===== src/sv/mandelbrot_pixel_escape_count_assert.svh =====
// ----------------------------------------------------------------------------
// Assertion macros for the escape-time pixel engine
// Shared property forms, clocked on clk and disabled while arst_n is low.
// ----------------------------------------------------------------------------
`ifndef MANDELBROT_PIXEL_ESCAPE_COUNT_ASSERT_SVH
`define MANDELBROT_PIXEL_ESCAPE_COUNT_ASSERT_SVH

// same-cycle implication
`define MPE_ASSERT_IMPL(label, ante, cons, msg) \
	label: assert property (@(posedge clk) disable iff (!arst_n) (ante) |-> (cons)) else $error(msg);

// next-cycle implication
`define MPE_ASSERT_NEXT(label, ante, cons, msg) \
	label: assert property (@(posedge clk) disable iff (!arst_n) (ante) |=> (cons)) else $error(msg);

`endif


===== src/sv/mpe_pkg.sv =====
// ----------------------------------------------------------------------------
// mpe_pkg
// Widths, reset values, state codes and controller/datapath bundles of the
// escape-time pixel engine.
// ----------------------------------------------------------------------------
package mpe_pkg;

	localparam int FRAC_BITS  = 28;
	localparam int MAX_ITER   = 1024;
	localparam int MAX_DIM    = 4096;

	localparam int COORD_W    = 32;
	localparam int ZOOM_W     = 32;
	localparam int DIM_W      = 13;
	localparam int ITER_W     = 11;
	localparam int PIX_W      = 12;
	localparam int CFG_IDX_W  = 3;
	localparam int CFG_DATA_W = 32;

	// point and orbit width, in-range orbit width for the squaring multipliers
	localparam int CW         = FRAC_BITS + 31;
	localparam int ZW         = FRAC_BITS + 3;
	// zoom * width, divider dividend, quotients and offsets
	localparam int ZWID_W     = ZOOM_W + DIM_W;
	localparam int NUM_W      = DIM_W + FRAC_BITS + 15;
	localparam int STEP_W     = FRAC_BITS + 17;
	localparam int HALF_W_W   = FRAC_BITS + 16;
	localparam int PROD_W     = PIX_W + STEP_W;

	localparam logic signed [COORD_W-1:0] CENTER_RST = '0;
	localparam logic [ZOOM_W-1:0]         ZOOM_RST   = ZOOM_W'(65536);
	localparam logic [DIM_W-1:0]          DIM_RST    = DIM_W'(256);
	localparam logic [ITER_W-1:0]         ITER_RST   = ITER_W'(256);

	typedef enum logic [CFG_IDX_W-1:0] {
		REG_CENTER_X   = 3'd0,
		REG_CENTER_Y   = 3'd1,
		REG_ZOOM       = 3'd2,
		REG_WIDTH      = 3'd3,
		REG_HEIGHT     = 3'd4,
		REG_MAX_ITER   = 3'd5
	} cfg_reg_t;

	typedef enum logic [3:0] {
		ST_IDLE,
		ST_ZW,
		ST_DIV_GO,
		ST_DIV_WAIT,
		ST_EDGE,
		ST_MAP,
		ST_POINT,
		ST_ITER,
		ST_DONE
	} state_t;

	typedef enum logic [1:0] {
		DIV_STEP,
		DIV_HALF_W,
		DIV_HALF_H
	} div_sel_t;

	typedef struct packed {
		logic     item_load;
		logic     zw_load;
		logic     div_start;
		div_sel_t div_sel;
		logic     div_capture;
		logic     edge_load;
		logic     map_load;
		logic     point_load;
		logic     iter;
		logic     out_load;
	} dp_cmd_t;

	typedef struct packed {
		logic div_done;
		logic iter_done;
	} dp_status_t;

endpackage


===== src/sv/mpe_ctrl.sv =====
// ----------------------------------------------------------------------------
// mpe_ctrl
// Controller: handshakes, view recompute after register writes, sequencing
// of the divider, point mapping, iteration and the output register.
// ----------------------------------------------------------------------------
`include "mandelbrot_pixel_escape_count_assert.svh"

module mpe_ctrl (
	input  logic                clk,
	input  logic                arst_n,
	input  logic                pixel_valid,
	output logic                pixel_ready,
	output logic                count_valid,
	input  logic                count_ready,
	input  logic                cfg_valid,
	output logic                cfg_ready,
	output mpe_pkg::dp_cmd_t    cmd,
	input  mpe_pkg::dp_status_t status
);

	mpe_pkg::state_t   state_q, state_d;
	mpe_pkg::div_sel_t sel_q, sel_d;
	logic              dirty_q, dirty_d;
	logic              count_valid_q, count_valid_d;
	logic              cfg_wr;

	always_ff @(posedge clk or negedge arst_n) begin
		if (!arst_n) begin
			state_q       <= mpe_pkg::ST_IDLE;
			sel_q         <= mpe_pkg::DIV_STEP;
			dirty_q       <= 1'b1;
			count_valid_q <= 1'b0;
		end else begin
			state_q       <= state_d;
			sel_q         <= sel_d;
			dirty_q       <= dirty_d;
			count_valid_q <= count_valid_d;
		end
	end

	always_comb begin
		state_d       = state_q;
		sel_d         = sel_q;
		dirty_d       = dirty_q;
		count_valid_d = count_valid_q;
		pixel_ready   = 1'b0;
		cfg_ready     = 1'b0;
		cmd           = '0;
		cmd.div_sel   = sel_q;

		if (count_valid_q && count_ready) begin
			count_valid_d = 1'b0;
		end

		cfg_ready = (state_q == mpe_pkg::ST_IDLE);
		cfg_wr    = cfg_valid && cfg_ready;
		if (cfg_wr) begin
			dirty_d = 1'b1;
		end

		case (state_q)
			mpe_pkg::ST_IDLE: begin
				pixel_ready = 1'b1;
				if (pixel_valid) begin
					cmd.item_load = 1'b1;
					// a write in the same transfer cycle also forces a recompute
					state_d = (dirty_q || cfg_wr) ? mpe_pkg::ST_ZW : mpe_pkg::ST_MAP;
				end
			end
			mpe_pkg::ST_ZW: begin
				cmd.zw_load = 1'b1;
				sel_d       = mpe_pkg::DIV_STEP;
				state_d     = mpe_pkg::ST_DIV_GO;
			end
			mpe_pkg::ST_DIV_GO: begin
				cmd.div_start = 1'b1;
				state_d       = mpe_pkg::ST_DIV_WAIT;
			end
			mpe_pkg::ST_DIV_WAIT: begin
				if (status.div_done) begin
					cmd.div_capture = 1'b1;
					case (sel_q)
						mpe_pkg::DIV_STEP: begin
							sel_d   = mpe_pkg::DIV_HALF_W;
							state_d = mpe_pkg::ST_DIV_GO;
						end
						mpe_pkg::DIV_HALF_W: begin
							sel_d   = mpe_pkg::DIV_HALF_H;
							state_d = mpe_pkg::ST_DIV_GO;
						end
						default: begin
							state_d = mpe_pkg::ST_EDGE;
						end
					endcase
				end
			end
			mpe_pkg::ST_EDGE: begin
				cmd.edge_load = 1'b1;
				dirty_d       = 1'b0;
				state_d       = mpe_pkg::ST_MAP;
			end
			mpe_pkg::ST_MAP: begin
				cmd.map_load = 1'b1;
				state_d      = mpe_pkg::ST_POINT;
			end
			mpe_pkg::ST_POINT: begin
				cmd.point_load = 1'b1;
				state_d        = mpe_pkg::ST_ITER;
			end
			mpe_pkg::ST_ITER: begin
				cmd.iter = 1'b1;
				if (status.iter_done) begin
					state_d = mpe_pkg::ST_DONE;
				end
			end
			mpe_pkg::ST_DONE: begin
				// output register free or being emptied this cycle
				if (!count_valid_q || count_ready) begin
					cmd.out_load  = 1'b1;
					count_valid_d = 1'b1;
					state_d       = mpe_pkg::ST_IDLE;
				end
			end
			default: begin
				state_d = mpe_pkg::ST_IDLE;
			end
		endcase
	end

	assign count_valid = count_valid_q;

	`MPE_ASSERT_IMPL(a_ctrl_rise_from_done, $rose(count_valid_q),
		$past(state_q) == mpe_pkg::ST_DONE, "result shown without finishing a pixel")
	`MPE_ASSERT_IMPL(a_ctrl_map_clean, state_q == mpe_pkg::ST_MAP, !dirty_q,
		"pixel mapped with a stale view")

endmodule


===== config.mk =====
export PLATFORM = sky130hd
export DESIGN_NAME = mpe_ctrl
export DESIGN_NICKNAME = d
export VERILOG_FILES = /design/src/sv/mpe_pkg.sv /design/src/sv/mpe_ctrl.sv
export VERILOG_INCLUDE_DIRS = /design/src /design/src/sv
export SDC_FILE = /design/constraint.sdc
export NUM_CORES = 1
export LEC_CHECK = 0
export CAP_MARGIN = 0
export CORE_AREA = 2 2 43 45
export DETAILED_ROUTE_END_ITERATION = 12
export DIE_AREA = 0 0 45 47
export DONT_BUFFER_PORTS = 1
export GPL_ROUTABILITY_DRIVEN = 1
export SETUP_SLACK_MARGIN = 0.02
export SLEW_MARGIN = 20
export SYNTH_ARGS = -nofsm -noshare
export SYNTH_HDL_FRONTEND = slang
export SYNTH_SLANG_ARGS = --single-unit

===== constraint.sdc =====
create_clock -name clk -period 3.9 [get_ports clk]
set_clock_uncertainty 0.15 [all_clocks]
set_input_delay 0.78 -clock clk [delete_from_list [all_inputs] [get_ports clk]]
set_output_delay 0.78 -clock clk [all_outputs]
set_load 0.01 [all_outputs]

==> out/results.ini <==
[sta]
tns_ns=0
setup_viol=0
worst_pin_slew_ns=0.6651
hold_viol=0
relSlewSlack_pct=55.29
finalCritPeriodShare_pct=67.75
setup_slack_ns=1.258
slew_viol_final=0
fmax_mhz=378.5
period_minus_slack_ns=2.642
hold-worst-slack_ns=0.05694
rsz0062_at_grt=no

[cells_and_area]
finalCoreUtilization_pct=33.03
drive_above_1_share_pct=18.64
design_area_um2=545.5
layout.cells.non_filler=76
fin_nets=67
num_antenna_cells=0
nFillCells=169
area_delta_synth_final_pct=2.108

[hold_path]
hold_class=primary input to async pin

[job]
maxCapViolations=0

[clock_network]
clk_latency_ns=0.26
cts_root_buffer=clkbuf_4
numCtsBuffers=3
cts.sinks=8
hold_buffers=0
htreeDepth=1
cts_buffer_depth=2
clkTransAtPathRegs_ns=0.06
postCtsSetupBuffers=0
cts_tree=done
cts_resized=0

[synth]
synth_top_cells_by_count=dfrtp_1, nor2_1, nand2_1
yosys.cell_types.count=30
synth_ff_type=dfrtp_1
synth-edff-count=0
synth_largest_area_cell=dfrtp_1
avgSynthCellArea_um2=8.904
yosys.cell_count.top_type=dfrtp_1
yosysSeqAreaShare_pct=37.70
yosysWarnings=0
syn_area_um2=534.3
ys_ff_latch=8
syn_inst=60
synth_top_area_share_pct=32.79
synth_nets=67
synthArstFlopShare_pct=100.0
synth_top_cells_by_area=dfrtp_1, dfstp_2, nand2b_1, nor2_1, nor3b_1

[route]
viasPerCell=5.711
drt_iter0_drc=5
drc_errors=0
num_vias=434
totalWireLength_um=1154
wire_per_inst_um=15.18
first_pass_iters=4
antenna_left=0

[critical_path]
start_kind=register
worstPathRequired_ns=2.97
arrival_ns=1.71
cp_max_fo=13
timing.rr.end=dirty_q$_DFFE_PN1P_
crit_start=state_q[0]$_DFFE_PN0P_
rr_worst_depth=3
ff2ff_setup_slack_ns=2.27
crit_slowest_cell=nor4_2
critPathKind=register to primary output
cp-end-kind=primary output
max_stage_delay_ns=0.67
crit_chain=nor4_2 > and2_1
r2r_start=state_q[0]$_DFFE_PN0P_

[grt]
grt_pass1_wl_um=1876
overflow=0
grt_usage_pct=12.72
antenna_found_initial=0
first_global_vias=414
grt_max_degree=14

[power_and_ir_drop]
p_clk_share_pct=15.6
ir_drop_mv=0.2821
power_switching_uw=204.2
p_total_uw=450.6
power_density_mw_per_mm2=826.0
intPower_uw=246.4
p_leak_nw=0.2395
sequentialPowerShare_pct=42.9
combPwrFrac_pct=41.5
switching_share_pct=45.32

[floorplanning]
die_x_um=45
core_area_mm2=0.001652
dieArea_mm2=0.002115
start_util_pct=32.35
row_count=15
pin_count=21
die_h_um=47

[placement]
routabilityCongestion=0.7547
numPlacedInstances=72
io_buffers=0
dp_slack_ns=1.506
postPlaceCellArea_um2=519.2
hpwl_um=910.3

[run_status]
status=finished clean

## cells in the final DEF (no fill, tap or decap), types with 2 or more instances in the layout
master,instances
dfrtp_1,7
nor2_1,6
nand2_1,5
nand2b_1,4
nor3_1,4
nor3b_1,3
inv_1,3
nand3_1,3
clkbuf_4,3
and2_1,2
## area by class of cell
cell class,count,area (um^2),share of cell area (%)
multi-input combinational,44,285.3,52.29
sequential,8,201.4,36.93
clock buffer,4,26.28,4.817
tap,17,21.27,3.899
inverter,3,11.26,2.064
## power groups by stage
stage	sequential (mW)	clock, mW	combinational [mW]
CTS	0.192	0.0722	0.191
finish	0.193	0.0704	0.187
detailed placement	0.194	0	0.189
global placement	0.190	0	0.190
global route	0.202	0.0766	0.214
floorplan	0.149	0	0.216
## logic make-up after synthesis
logic type / share of synthesized area, %
flip-flops: 37.71
AO/OA/AOI/OAI: 13.12
multiplexers: 2.809
buffers and inverters: 8.898
AND/OR/NAND/NOR: 37.47
## metal layers
layer  global-route usage (%)  part of all wire [%]  vias to the layer above
met5                        0                     0                        -
met4                    10.59                   3.6                        0
met3                    2.308                   6.7                        5
met2                    19.71                    47                       16
met1                    15.40                    43                      203
li1                         -                     -                      210
## how the worst max path moves through the flow
stage	endpoint
finish	cmd[10]
global route	cmd[10]
CTS	cmd[10]
detailed placement	cmd[10]
global placement	cmd[10]
floorplan	cmd[10]
## critical path, delay by kind of cell (launching register included)
| family | cells | cell delay [ns] |
|---|---|---|
| flip-flops | 1 | 0.50 |
| AND/OR/NAND/NOR | 2 | 0.94 |
## registers in the layout, indices dropped and copies added, names as in the netlist
name	count
count_valid	1
dirty_q	1
sel_q	2
state_q	4
No activity file was read; power rests on OpenSTA's default activity.
